[config.mk]
export PLATFORM = sky130hd
export DESIGN_NAME = masked_byte_pattern_scanner_top
export DESIGN_NICKNAME = d
export VERILOG_FILES = /design/src/rtl/core/mbps_pkg.sv /design/src/rtl/core/mbps_match.sv /design/src/rtl/core/mbps_skid.sv /design/src/rtl/core/masked_byte_pattern_scanner_top.sv
export SDC_FILE = /design/constraint.sdc
export NUM_CORES = 2
export LEC_CHECK = 0
export BUFFER_PORTS_ARGS = -buffer_cell sky130_fd_sc_hd__buf_2
export CAP_MARGIN = 20
export CELL_PAD_IN_SITES_DETAIL_PLACEMENT = 0
export CELL_PAD_IN_SITES_GLOBAL_PLACEMENT = 1
export CORE_MARGIN = 10
export CORE_UTILIZATION = 40
export DETAILED_ROUTE_END_ITERATION = 10
export GPL_TIMING_DRIVEN = 0
export PLACE_DENSITY_LB_ADDON = 0.1
export SLEW_MARGIN = 20
export SYNTH_ARGS = -nofsm -noshare
export SYNTH_HDL_FRONTEND = slang
export SYNTH_HIERARCHICAL = 1
export SYNTH_SLANG_ARGS = --single-unit
export TNS_END_PERCENT = 20
[constraint.sdc]
create_clock -name clk_i -period 15.96 [get_ports clk_i]
set_input_delay 3.192 -clock clk_i [delete_from_list [all_inputs] [get_ports clk_i]]
set_output_delay 3.192 -clock clk_i [all_outputs]
set_load 0.05 [all_outputs]
[src/rtl/core/mbps_pkg.sv]
// Shared types and constants for the masked byte pattern scanner.
// Used by every module in rtl/core; no dependencies of its own.
`default_nettype none

package mbps_pkg;

  // Size of the pattern register file and of the scan window
  localparam int unsigned PATTERN_MAX = 32;
  localparam int unsigned REG_BYTES   = 32;
  localparam int unsigned LEN_CAP     = (PATTERN_MAX < REG_BYTES) ? PATTERN_MAX : REG_BYTES;
  localparam int unsigned OFFSET_BITS = 32;

  // Field widths
  localparam int unsigned LEN_W    = 6;
  localparam int unsigned FILL_W   = $clog2(LEN_CAP + 1);
  localparam int unsigned IDX_W    = $clog2(REG_BYTES);
  localparam int unsigned CFG_W    = 64;
  localparam int unsigned CFG_IDX_W = 3;
  localparam int unsigned MOFF_W   = 32;

  // Configuration register indexes
  typedef enum logic [CFG_IDX_W-1:0] {
    CFG_PAT_LO     = 3'd0,
    CFG_PAT_MID_LO = 3'd1,
    CFG_PAT_MID_HI = 3'd2,
    CFG_PAT_HI     = 3'd3,
    CFG_CARE_MASK  = 3'd4,
    CFG_PAT_LEN    = 3'd5,
    CFG_REPORT_ALL = 3'd6
  } cfg_idx_e;

  // Window as seen by the compare: entry 0 is the newest byte
  typedef logic [7:0] win_t [LEN_CAP];

  // One result item
  typedef struct packed {
    logic [MOFF_W-1:0] match_offset;
    logic              matched;
    logic              region_done;
    logic              any_found;
  } result_t;

endpackage

`default_nettype wire

[src/rtl/core/mbps_match.sv]
// Parallel masked compare of the scan window against the configured pattern.
// Depends on mbps_pkg.
`default_nettype none

module mbps_match (
  input  mbps_pkg::win_t                         win_i,
  input  logic [mbps_pkg::REG_BYTES*8-1:0]       pattern_i,
  input  logic [mbps_pkg::REG_BYTES-1:0]         care_mask_i,
  input  logic [mbps_pkg::LEN_W-1:0]             len_i,
  output logic                                   hit_o
);
  import mbps_pkg::*;

  logic [LEN_W-1:0] pos  [LEN_CAP];
  logic [LEN_CAP-1:0] miss;

  // Window entry j (age j) lines up with pattern byte len-1-j
  always_comb begin
    for (int j = 0; j < int'(LEN_CAP); j++) begin
      pos[j]  = len_i - LEN_W'(j) - LEN_W'(1);
      miss[j] = (LEN_W'(j) < len_i)
              && care_mask_i[pos[j][IDX_W-1:0]]
              && (pattern_i[pos[j][IDX_W-1:0]*8 +: 8] != win_i[j]);
    end
  end

  assign hit_o = ~|miss;

endmodule

`default_nettype wire

[src/rtl/core/mbps_skid.sv]
// Output register plus one skid entry for the result channel.
// Depends on mbps_pkg.
`default_nettype none

module mbps_skid (
  input  logic              clk_i,
  input  logic              rst_ni,
  input  logic              push_i,
  input  mbps_pkg::result_t res_i,
  output logic              full_o,
  output logic              out_valid_o,
  input  logic              out_stall_i,
  output mbps_pkg::result_t out_o
);
  import mbps_pkg::*;

  logic    out_valid_q, out_valid_d;
  logic    skid_valid_q, skid_valid_d;
  result_t out_q, out_d;
  result_t skid_q, skid_d;

  // Refill the output register from the skid first, then from a new result
  always_comb begin
    out_valid_d  = out_valid_q;
    out_d        = out_q;
    skid_valid_d = skid_valid_q;
    skid_d       = skid_q;
    if (!out_valid_q || !out_stall_i) begin
      if (skid_valid_q) begin
        out_valid_d  = 1'b1;
        out_d        = skid_q;
        skid_valid_d = 1'b0;
      end else begin
        out_valid_d = push_i;
        out_d       = res_i;
      end
    end else if (push_i) begin
      skid_valid_d = 1'b1;
      skid_d       = res_i;
    end
  end

  always_ff @(posedge clk_i or negedge rst_ni) begin
    if (!rst_ni) begin
      out_valid_q  <= 1'b0;
      skid_valid_q <= 1'b0;
    end else begin
      out_valid_q  <= out_valid_d;
      skid_valid_q <= skid_valid_d;
    end
  end

  always_ff @(posedge clk_i) begin
    out_q  <= out_d;
    skid_q <= skid_d;
  end

  assign full_o      = skid_valid_q;
  assign out_valid_o = out_valid_q;
  assign out_o       = out_q;

endmodule

`default_nettype wire

[src/rtl/core/masked_byte_pattern_scanner_top.sv]
// Top level of the masked byte pattern scanner: config registers, window, result logic.
// Depends on mbps_pkg, mbps_match and mbps_skid.
//
// Takes one byte per clock unless stalled and puts its result (a match offset, a
// region-done flag, or both) in the output register, or the skid entry under a stall;
// bytes that neither complete a reported match nor end a region give no result. All
// window positions compare in parallel, so the sustained rate is one byte per cycle
// unless stalled. The result side has an output register and one skid entry;
// in_stall_o rises only when both hold a result the consumer has not yet taken.
// Configuration writes are meant for idle periods and take effect on the next byte.
`default_nettype none

module masked_byte_pattern_scanner_top (
  input  logic                               clk_i,
  input  logic                               rst_ni,
  // configuration write port
  input  logic                               cfg_we_i,
  input  logic [mbps_pkg::CFG_IDX_W-1:0]     cfg_idx_i,
  input  logic [mbps_pkg::CFG_W-1:0]         cfg_wdata_i,
  // byte input
  input  logic                               in_valid_i,
  output logic                               in_stall_o,
  input  logic [7:0]                         data_byte_i,
  input  logic                               region_end_i,
  // result output
  output logic                               out_valid_o,
  input  logic                               out_stall_i,
  output logic [mbps_pkg::MOFF_W-1:0]        match_offset_o,
  output logic                               matched_o,
  output logic                               region_done_o,
  output logic                               any_found_o
);
  import mbps_pkg::*;

  localparam int unsigned CMP_W = (FILL_W > LEN_W) ? FILL_W + 1 : LEN_W + 1;

  // Configuration registers
  logic [REG_BYTES*8-1:0] pat_q;
  logic [REG_BYTES-1:0]   care_q;
  logic [LEN_W-1:0]       plen_q;
  logic                   rall_q;

  // Scan state
  logic [7:0]             win_q [LEN_CAP-1];
  logic [FILL_W-1:0]      fill_q, fill_d, fill_inc;
  logic [OFFSET_BITS-1:0] off_q, off_d, start;
  logic                   found_q, found_d;

  logic                   accept;
  logic [LEN_W-1:0]       len_eff;
  win_t                   win_now;
  logic                   raw_hit, hit, report;
  result_t                res;
  result_t                out_res;
  logic                   push;
  logic                   skid_full;

  // Register writes; unknown indexes are ignored
  always_ff @(posedge clk_i or negedge rst_ni) begin
    if (!rst_ni) begin
      pat_q  <= '0;
      care_q <= '1;
      plen_q <= LEN_W'(1);
      rall_q <= 1'b1;
    end else if (cfg_we_i) begin
      case (cfg_idx_i)
        CFG_PAT_LO:     pat_q[0*CFG_W +: CFG_W] <= cfg_wdata_i;
        CFG_PAT_MID_LO: pat_q[1*CFG_W +: CFG_W] <= cfg_wdata_i;
        CFG_PAT_MID_HI: pat_q[2*CFG_W +: CFG_W] <= cfg_wdata_i;
        CFG_PAT_HI:     pat_q[3*CFG_W +: CFG_W] <= cfg_wdata_i;
        CFG_CARE_MASK:  care_q <= cfg_wdata_i[REG_BYTES-1:0];
        CFG_PAT_LEN:    plen_q <= cfg_wdata_i[LEN_W-1:0];
        CFG_REPORT_ALL: rall_q <= cfg_wdata_i[0];
        default: ;
      endcase
    end
  end

  // Length zero acts as one, anything past the cap acts as the cap
  always_comb begin
    if (plen_q == '0) begin
      len_eff = LEN_W'(1);
    end else if (plen_q > LEN_W'(LEN_CAP)) begin
      len_eff = LEN_W'(LEN_CAP);
    end else begin
      len_eff = plen_q;
    end
  end

  assign accept = in_valid_i && !in_stall_o;

  // Window after this byte shifts in
  always_comb begin
    win_now[0] = data_byte_i;
    for (int j = 1; j < int'(LEN_CAP); j++) begin
      win_now[j] = win_q[j-1];
    end
  end

  mbps_match u_match (
    .win_i       (win_now),
    .pattern_i   (pat_q),
    .care_mask_i (care_q),
    .len_i       (len_eff),
    .hit_o       (raw_hit)
  );

  // Match qualification, offsets and region bookkeeping
  always_comb begin
    fill_inc = (fill_q < FILL_W'(LEN_CAP)) ? fill_q + FILL_W'(1) : fill_q;
    hit      = raw_hit && (CMP_W'(fill_inc) >= CMP_W'(len_eff));
    report   = hit && (rall_q || !found_q);
    start    = off_q - OFFSET_BITS'(len_eff) + OFFSET_BITS'(1);

    res.match_offset = report ? MOFF_W'(start) : '0;
    res.matched      = report;
    res.region_done  = region_end_i;
    res.any_found    = region_end_i && (found_q || hit);

    push = accept && (report || region_end_i);

    if (region_end_i) begin
      fill_d  = '0;
      off_d   = '0;
      found_d = 1'b0;
    end else begin
      fill_d  = fill_inc;
      off_d   = off_q + OFFSET_BITS'(1);
      found_d = found_q || hit;
    end
  end

  always_ff @(posedge clk_i or negedge rst_ni) begin
    if (!rst_ni) begin
      fill_q  <= '0;
      off_q   <= '0;
      found_q <= 1'b0;
      for (int j = 0; j < int'(LEN_CAP) - 1; j++) begin
        win_q[j] <= '0;
      end
    end else if (accept) begin
      fill_q  <= fill_d;
      off_q   <= off_d;
      found_q <= found_d;
      for (int j = 0; j < int'(LEN_CAP) - 1; j++) begin
        win_q[j] <= win_now[j];
      end
    end
  end

  mbps_skid u_skid (
    .clk_i       (clk_i),
    .rst_ni      (rst_ni),
    .push_i      (push),
    .res_i       (res),
    .full_o      (skid_full),
    .out_valid_o (out_valid_o),
    .out_stall_i (out_stall_i),
    .out_o       (out_res)
  );

  assign in_stall_o     = skid_full;
  assign match_offset_o = out_res.match_offset;
  assign matched_o      = out_res.matched;
  assign region_done_o  = out_res.region_done;
  assign any_found_o    = out_res.any_found;

endmodule

`default_nettype wire

# Yosys cells after proc, flatten, opt, wreduce, memory -nomap -nowiden

Index checks and enable logic that the tools add are counted.

Bits in read-only memories: 0
Word-level logic and storage cells: 420
Output and inout bits: 37
Flip-flop bits (word level): 654
Bits in writable memories: 0
Bits in latches: 0
Memories: 0

Div/mod/pow operators: 0
Bitwise operators: 1
Multipliers: 0
Equal/unequal tests: 38
Shifts and indexed selects: 32
Add/sub/neg operators: 66
$lt $le $gt $ge: 67
Muxes and demuxes: 75
Reductions and logical operators: 90

Operators by type and width:

| cell                  | count |
|---|---|
| $shiftx 256x9->8      | 32 |
| $ne 8x8->1            | 32 |
| $lt 5x6->1 const B    | 32 |
| $bmux 1 s5            | 32 |
| $sub 5x1->5 const B   | 32 |
| $lt 5x6->1 const A    | 16 |
| $sub 5x5->5 const B   | 16 |
| $logic_and 1x1->1     | 69 |
| $add 32x1->32 const B | 2 |
| $mux 32               | 2 |
| $lt 4x6->1 const A    | 8 |
| $sub 5x4->5 const B   | 8 |
| $mux 1                | 36 |
| $mux 35               | 1 |
| $reduce_or 32->1      | 1 |
| $sub 32x6->32         | 1 |
| $lt 3x6->1 const A    | 4 |
| $mux 6                | 4 |
| $sub 5x3->5 const B   | 4 |
| $reduce_and 2->1      | 8 |
| $lt 1x6->1 const A    | 2 |
| $lt 2x6->1 const A    | 2 |
| $sub 5x2->5 const B   | 2 |
| $eq 3x3->1 const B    | 3 |
| other kinds (12)      | 20 |

# Longest topological paths before layout

Word-level depth: 17
Depth in mapped cells: 33
Mapped depth without buffers: 22

# By module

Netlist, hierarchy kept.

Modules (own cells, without submodules):

| module                          | times used | area each (um^2) | seq. area each (um^2) | cells an instance |
|---|---|---|---|---|
| mbps_match                      | 1          | 26,374.0         | 0.0                   | 2,866 |
| masked_byte_pattern_scanner_top | 1          | 24,536.0         | 14,606.5              | 2,233 |
| mbps_skid                       | 1          | 2,751.4          | 2,152.1               | 115 |

# Worst setup path after synthesis

OpenSTA, ideal clock, no wires.

Path kind: register to register
From: reg plen_q[1]
To: reg u_skid/skid_q[0] (netlist bit) (enable)
Cell stages (with the launch flop): 31
Data required time: 15.564 ns
Clock period less this slack: 7.845 ns
Setup slack: 8.115 ns
Arrival: 7.449 ns
Cell sequence: dfrtp_1 -> nor4_1 -> o21ai_0 -> inv_1 -> clkinv_1 -> buf_6 -> buf_6 -> buf_4 -> buf_2 -> buf_1 -> buf_1 -> ha_1 -> buf_2 -> buf_6 -> inv_1 -> buf_2 -> mux4_2 -> mux2i_1 -> o22ai_1 -> or3_1 -> a2111oi_0 -> a41oi_1 -> a2111oi_0 -> nand4_1 -> nor4_2 -> nand4_1 -> o21ai_0 -> o21ai_1 -> buf_2 -> a21oi_1 -> and3_1

Cells in the longest elaborated chain, start to end: 16
Elaborated cells between the ends (all ways): 298
Classes of those cells: add/sub: 62; order compare: 34; eq/ne: 32; shift: 32; mux: 66; reduce/logical: 72

Ends and longest elaborated chain:

| item                                                                | line                                   | RTL |
|---|---|---|
| from (decl)                                                         | masked_byte_pattern_scanner_top.sv:40  | `logic [LEN_W-1:0] plen_q;` |
| from (signal assigned)                                              | masked_byte_pattern_scanner_top.sv:72  | `CFG_PAT_LEN: plen_q <= cfg_wdata_i[LEN_W-1:0];` |
| $gt 6x6->1                                                          | masked_byte_pattern_scanner_top.sv:83  | `end else if (plen_q > LEN_W'(LEN_CAP)) begin` |
| $mux 6                                                              | masked_byte_pattern_scanner_top.sv:83  |  |
| $mux 6 *                                                            | masked_byte_pattern_scanner_top.sv:81  | `if (plen_q == '0) begin` |
| net len_eff[0]                                                      | masked_byte_pattern_scanner_top.sv:50  | `logic [LEN_W-1:0] len_eff;` |
| parallel branches: the longest is 6 deep, another holds $sub 5x1->5 | n/a                                    |  |
| $reduce_or 32->1 *                                                  | mbps_match.sv:27                       | `assign hit_o = ~\|miss;` |
| $logic_not 1->1 *                                                   | mbps_match.sv:27                       |  |
| net raw_hit                                                         | masked_byte_pattern_scanner_top.sv:52  | `logic raw_hit, hit, report;` |
| $logic_and 1x1->1 *                                                 | masked_byte_pattern_scanner_top.sv:111 | `hit = raw_hit && (CMP_W'(fill_inc) >= CMP_W'(len_eff));` |
| $logic_and 1x1->1 *                                                 | masked_byte_pattern_scanner_top.sv:112 | `report = hit && (rall_q \|\| !found_q);` |
| $logic_or 1x1->1 *                                                  | masked_byte_pattern_scanner_top.sv:120 | `push = accept && (report \|\| region_end_i);` |
| $logic_and 1x1->1 *                                                 | masked_byte_pattern_scanner_top.sv:120 |  |
| net push                                                            | masked_byte_pattern_scanner_top.sv:55  | `logic push;` |
| $reduce_and 2->1 (no line) *                                        | n/a                                    |  |
| to (signal assigned)                                                | mbps_skid.sv:55                        | `skid_q <= skid_d;` |
| to (decl)                                                           | mbps_skid.sv:20                        | `result_t skid_q, skid_d;` |

Mark *: on every way through the listed nets, which the timed path passes. The select of a mux whose other input is x is not followed.
A chain may end at the register's enable or synchronous reset.

# Final worst setup path

From: reg plen_q[1]
To: reg u_skid/skid_q[25] (netlist bit) (enable)

The elaborated chain is that of the path after synthesis.

==> flow_results.xml <==
<?xml version="1.0" encoding="UTF-8"?>
<metrics>
  <group name="global_route">
    <metric name="routing_usage_on_met1" unit="%">54.1</metric>
    <metric name="grt_use_met3" unit="%">15.7</metric>
    <metric name="wire_length_of_the_first_global_routing_pass" unit="um">438000</metric>
    <metric name="globalRouteMet2Util" unit="%">61.8</metric>
    <metric name="grt_pass1_vias" unit="">46682</metric>
    <metric name="overflow" unit="">0</metric>
    <metric name="global_route.usage.total" unit="%">43.9</metric>
    <metric name="grt_max_degree" unit="">103</metric>
    <metric name="antenna_found_initial" unit="">42</metric>
    <metric name="busiest_layer" unit="">met2</metric>
  </group>
  <group name="cts">
    <metric name="ctsHoldBuffers" unit="">0</metric>
    <metric name="tritoncts" unit="">yes</metric>
    <metric name="clockBufferDepth" unit="">3</metric>
    <metric name="postCtsSetupBuffers" unit="">0</metric>
    <metric name="cts.reportedPaths.clkPinSlew" unit="ns">0.07</metric>
    <metric name="cts_max_level" unit="">3</metric>
    <metric name="clkSinkCount" unit="">654</metric>
    <metric name="cts_root_buffer" unit="">sky130_fd_sc_hd__clkbuf_16</metric>
    <metric name="numCtsBuffers" unit="">79</metric>
    <metric name="quantity_of_gates_resized_following_cts" unit="">0</metric>
    <metric name="worstSkewPairLatency" unit="ns">0.76</metric>
  </group>
  <group name="synth">
    <metric name="dominantRegCellSynth" unit="">sky130_fd_sc_hd__dfrtp_1</metric>
    <metric name="synth-seq-area-share" unit="%">31.2</metric>
    <metric name="synthAdderAreaFrac" unit="%">1.90</metric>
    <metric name="synthesized_area_fraction_occupied_by_xor_and_xnor_cells" unit="%">6.05</metric>
    <metric name="synth_top_family_by_area" unit="">multiplexers</metric>
    <metric name="synth.mux.area_fraction" unit="%">35.5</metric>
    <metric name="synth.yosys.warnings" unit="">6</metric>
    <metric name="synth_area_leader_cell" unit="">sky130_fd_sc_hd__dfrtp_1</metric>
    <metric name="post_synth_num_cell_types" unit="">88</metric>
    <metric name="syn-num-nets" unit="">5376</metric>
    <metric name="netlist_area" unit="um2">53700</metric>
    <metric name="ys_async_sr_fraction" unit="%">89.3</metric>
    <metric name="synth_top_cells_by_area" unit="">sky130_fd_sc_hd__dfrtp_1 (26%), sky130_fd_sc_hd__mux4_2 (14%), sky130_fd_sc_hd__mux2_2 (11%)</metric>
    <metric name="ys_seq_elements" unit="">654</metric>
    <metric name="area_fraction_in_compound_gates_after_synthesis" unit="%">8.52</metric>
    <metric name="synth_top_area_share" unit="%">25.6</metric>
    <metric name="post_synth_edffs" unit="">70</metric>
    <metric name="simple_gate_portion_of_the_synthesized_area" unit="%">12.8</metric>
    <metric name="post_synth_inst_count" unit="">5214</metric>
    <metric name="syn_area_per_cell" unit="um2">10.3</metric>
  </group>
  <group name="floorplanning">
    <metric name="design.portCount" unit="">118</metric>
    <metric name="core" unit="um2">133000</metric>
    <metric name="die-height" unit="um">386</metric>
    <metric name="floorplan.initialDensity" unit="%">40.3</metric>
    <metric name="chipWidth" unit="um">386</metric>
    <metric name="fp.dieArea" unit="um2">149000</metric>
    <metric name="std_cell_rows" unit="">134</metric>
  </group>
  <group name="layout">
    <metric name="synthToLayoutAreaGrowth" unit="%">11.6</metric>
    <metric name="ff_latch_area" unit="um2">16800</metric>
    <metric name="multi_input_comb_area" unit="um2">35000</metric>
    <metric name="layout.nets" unit="">5603</metric>
    <metric name="post_route_cells_drive_above_1_share" unit="%">26.7</metric>
    <metric name="fillerInstances" unit="">12695</metric>
  </group>
  <group name="setup_path">
    <metric name="worstSetupPathType" unit="">reg -&gt; reg</metric>
    <metric name="worst_setup_path_start_kind" unit="">register</metric>
    <metric name="critical-path-top-cell-by-count" unit="">sky130_fd_sc_hd__buf_2</metric>
    <metric name="worst_r2r_endpoint" unit="">u_skid/skid_q[25]$_DFFE_PP_</metric>
    <metric name="worst_setup_path_end_kind" unit="">register</metric>
    <metric name="timing.reg2reg.worst_path_depth" unit="">31</metric>
    <metric name="worst_path_largest_cell_delay" unit="ns">1.06</metric>
    <metric name="crit_fanout" unit="">34</metric>
    <metric name="slowest_stage" unit="">sky130_fd_sc_hd__a211oi_1</metric>
    <metric name="arrival" unit="ns">13.28</metric>
    <metric name="worst_ep_required_time" unit="ns">16.38</metric>
    <metric name="worst_r2r_src" unit="">plen_q[1]$_DFFE_PN0P_</metric>
    <metric name="rrSetupSlack" unit="ns">3.09</metric>
  </group>
  <group name="route">
    <metric name="drt_pass1_iterations" unit="">7</metric>
    <metric name="vias_per_cell" unit="">6.83</metric>
    <metric name="dr_total_vias" unit="">49790</metric>
    <metric name="drc" unit="">0</metric>
    <metric name="drt.antenna.violating_nets" unit="">0</metric>
    <metric name="route.final.wire_length" unit="um">335000</metric>
    <metric name="drt_iter0_markers" unit="">7491</metric>
    <metric name="routed_wire_length_per_instance" unit="um">45.9</metric>
  </group>
  <group name="timing">
    <metric name="slew-limit-headroom" unit="%">13.0</metric>
    <metric name="timing.clock.skew" unit="ns">0.0375</metric>
    <metric name="timing.fmax" unit="MHz">77.7</metric>
    <metric name="minimum_clock_period_after_layout" unit="ns">12.87</metric>
    <metric name="count_of_endpoints_failing_hold_in_the_final_timing_report" unit="">0</metric>
    <metric name="setup_repair_after_global_routing_missed_its_margin" unit="">false</metric>
    <metric name="setup_viol" unit="">0</metric>
    <metric name="post-route-period-util" unit="%">80.6</metric>
    <metric name="max_slew.worst_pin.slew" unit="ns">1.30</metric>
    <metric name="final_max_slew_viol_count" unit="">0</metric>
    <metric name="setup_tns_final" unit="ns">0</metric>
  </group>
  <group name="power">
    <metric name="static-leakage-power" unit="nW">25.7</metric>
    <metric name="post-layout-total-power" unit="mW">14.7</metric>
    <metric name="pwr_per_cell_area" unit="nW/um2">246</metric>
    <metric name="vdd_drop_max" unit="mV">0.155</metric>
  </group>
  <group name="run">
    <metric name="timing.max_cap.violations" unit="">0</metric>
  </group>
  <group name="hold_path">
    <metric name="holdCritPathClass" unit="">reg -&gt; reg</metric>
    <metric name="hold-path-cell-count" unit="">2</metric>
    <metric name="timing.hold.worst.start" unit="">win_now[6]$_DFFE_PN0P_</metric>
    <metric name="min_delay_worst_endpoint" unit="">win_now[6]$_DFFE_PN0P_</metric>
  </group>
  <group name="place">
    <metric name="place.port_buffers" unit="">116</metric>
    <metric name="place_hpwl" unit="um">281000</metric>
    <metric name="place_congestion" unit="">1.12</metric>
  </group>
  <group name="outcome">
    <metric name="outcome" unit="">completed</metric>
  </group>
</metrics>
## metrics by stage
step | setup WS (ns) | cells | hold slack, ns | area, um2 | utilization, %
after floorplan | 8.12 | 5214 | 0.459 | 53700 | -
after global placement | -0.767 | 7098 | 0.481 | 56500 | 42.4
after detailed placement | 3.63 | 7125 | 0.488 | 57000 | 42.8
after CTS | 3.59 | 7271 | 0.506 | 59800 | 44.9
after global routing | 3.27 | 7275 | 0.535 | 59800 | 44.9
final | 3.09 | 7289 | 0.507 | 59900 | 44.9
## layout by cell type, fill, tap and decap left out, types with 13 or more instances in the layout
master / count
sky130_fd_sc_hd__mux2i_1: 444
sky130_fd_sc_hd__a2111oi_0: 13
sky130_fd_sc_hd__clkbuf_1: 166
sky130_fd_sc_hd__mux2_2: 535
sky130_fd_sc_hd__diode_2: 15
sky130_fd_sc_hd__o211ai_1: 52
sky130_fd_sc_hd__nor2_1: 227
sky130_fd_sc_hd__buf_1: 21
sky130_fd_sc_hd__mux4_2: 336
sky130_fd_sc_hd__inv_1: 56
sky130_fd_sc_hd__nand4_1: 73
sky130_fd_sc_hd__dfrtp_1: 550
sky130_fd_sc_hd__xor2_1: 154
sky130_fd_sc_hd__xnor2_1: 193
sky130_fd_sc_hd__clkbuf_8: 16
sky130_fd_sc_hd__o211a_1: 15
sky130_fd_sc_hd__a22oi_1: 29
sky130_fd_sc_hd__nor4_1: 42
sky130_fd_sc_hd__mux2_4: 29
sky130_fd_sc_hd__nor3_1: 52
sky130_fd_sc_hd__buf_6: 43
sky130_fd_sc_hd__mux2_1: 40
sky130_fd_sc_hd__edfxtp_1: 70
sky130_fd_sc_hd__dfstp_2: 34
sky130_fd_sc_hd__a21oi_1: 78
sky130_fd_sc_hd__clkinv_2: 13
sky130_fd_sc_hd__ha_1: 80
sky130_fd_sc_hd__and2_1: 14
sky130_fd_sc_hd__clkbuf_16: 79
sky130_fd_sc_hd__nand2b_1: 45
sky130_fd_sc_hd__buf_2: 243
sky130_fd_sc_hd__o21ai_0: 138
sky130_fd_sc_hd__a31oi_1: 16
sky130_fd_sc_hd__a22o_1: 20
sky130_fd_sc_hd__o22ai_1: 224
sky130_fd_sc_hd__xnor2_2: 14
sky130_fd_sc_hd__buf_4: 32
sky130_fd_sc_hd__nand2_1: 969
sky130_fd_sc_hd__or3_1: 14
sky130_fd_sc_hd__nand3_1: 116
## power by group
part | switching, mW | leakage, nW | internal [mW] | total, mW
clock network | 0.821 | 1.34 | 1.10 | 1.92
registers | 0.719 | 8.13 | 2.00 | 2.72
logic | 6.75 | 16.3 | 3.32 | 10.1
total | 8.29 | 25.7 | 6.42 | 14.7
## cells by family after synthesis
| kind of cell | after synthesis |
|---|---|
| muxes | 1395 |
| and+or+nand+nor | 1599 |
| adders and majority gates | 81 |
| AOI/OAI and AO/OA | 693 |
| buffers and inverters | 427 |
| DFF | 654 |
| xor gates and xnor gates | 365 |
## how the worst max path moves through the flow
| stage | end | slack (ns) | cells past startpoint | startpoint |
|---|---|---|---|---|
| 2_1_floorplan | u_skid/skid_q[0]$_DFFE_PP_ | 8.12 | 30 | plen_q[1]$_DFFE_PN0P_ |
| 3_3_place_gp | pat_q[161]$_DFFE_PN0P_ | -0.77 | 1 | rst_ni |
| 3_5_place_dp | u_skid/skid_q[28]$_DFFE_PP_ | 3.63 | 31 | plen_q[1]$_DFFE_PN0P_ |
| 4_1_cts | u_skid/skid_q[28]$_DFFE_PP_ | 3.59 | 31 | plen_q[1]$_DFFE_PN0P_ |
| 5_1_grt | u_skid/skid_q[25]$_DFFE_PP_ | 3.27 | 33 | plen_q[1]$_DFFE_PN0P_ |
| 6_report | u_skid/skid_q[25]$_DFFE_PP_ | 3.09 | 31 | plen_q[1]$_DFFE_PN0P_ |
## per-layer routing
layer  share of wire [%]  up-vias  wire [um]
met5               0.096        -        322
met4                  10       24      33500
met3                  12      924      40400
met2                  40     3558     135000
met1                  38    25430     125000
li1                    -    19854          -
## cells in the mapped netlist, types with 40 or more instances
cell type and number:
sky130_fd_sc_hd__buf_2 119, sky130_fd_sc_hd__edfxtp_1 70, sky130_fd_sc_hd__dfrtp_1 550, sky130_fd_sc_hd__a21oi_1 78, sky130_fd_sc_hd__inv_1 56, sky130_fd_sc_hd__o22ai_1 224, sky130_fd_sc_hd__xnor2_1 205, sky130_fd_sc_hd__mux2i_1 455
sky130_fd_sc_hd__mux4_2 336, sky130_fd_sc_hd__mux2_1 40, sky130_fd_sc_hd__o21ai_0 138, sky130_fd_sc_hd__clkbuf_1 162, sky130_fd_sc_hd__o211ai_1 52, sky130_fd_sc_hd__nor2_1 227, sky130_fd_sc_hd__nor4_1 42, sky130_fd_sc_hd__xor2_1 155
sky130_fd_sc_hd__nand2_1 970, sky130_fd_sc_hd__nand2b_1 45, sky130_fd_sc_hd__nor3_1 53, sky130_fd_sc_hd__mux2_2 535, sky130_fd_sc_hd__nand3_1 116, sky130_fd_sc_hd__nand4_1 73, sky130_fd_sc_hd__ha_1 80
## flip-flops by register name, indices dropped and copies added (netlist names)
register,count
u_skid/full_o,1
fill_q,6
care_q,32
rall_q,1
u_skid/out_o,35
found_q,1
pat_q,256
u_skid/out_valid_o,1
win_now,248
u_skid/skid_q,35
off_q,32
plen_q,6
## layout make-up
| type | instances | area share (%) |
|---|---|---|
| Clock inverter | 41 | 0.884 |
| Tap cell | 1768 | 3.70 |
| Timing Repair Buffer | 146 | 1.63 |
| Sequential cell | 654 | 28.0 |
| Buffer | 370 | 3.26 |
| Clock buffer | 105 | 3.73 |
| Antenna cell | 15 | 0.0627 |
| Multi-Input combinational cell | 4133 | 58.4 |
| Inverter | 57 | 0.357 |
## worst max-delay path: cells and delay by family (launching register included)
family                     cells  cell delay, ns
AOI/OAI and AO/OA              7            3.15
and+or+nand+nor                5            1.45
muxes                          1            0.18
adders and majority gates      1            0.40
DFF                            1            0.39
buffers and inverters         15            5.66
xor gates and xnor gates       2            1.16
(Power assumes the default switching activity.)
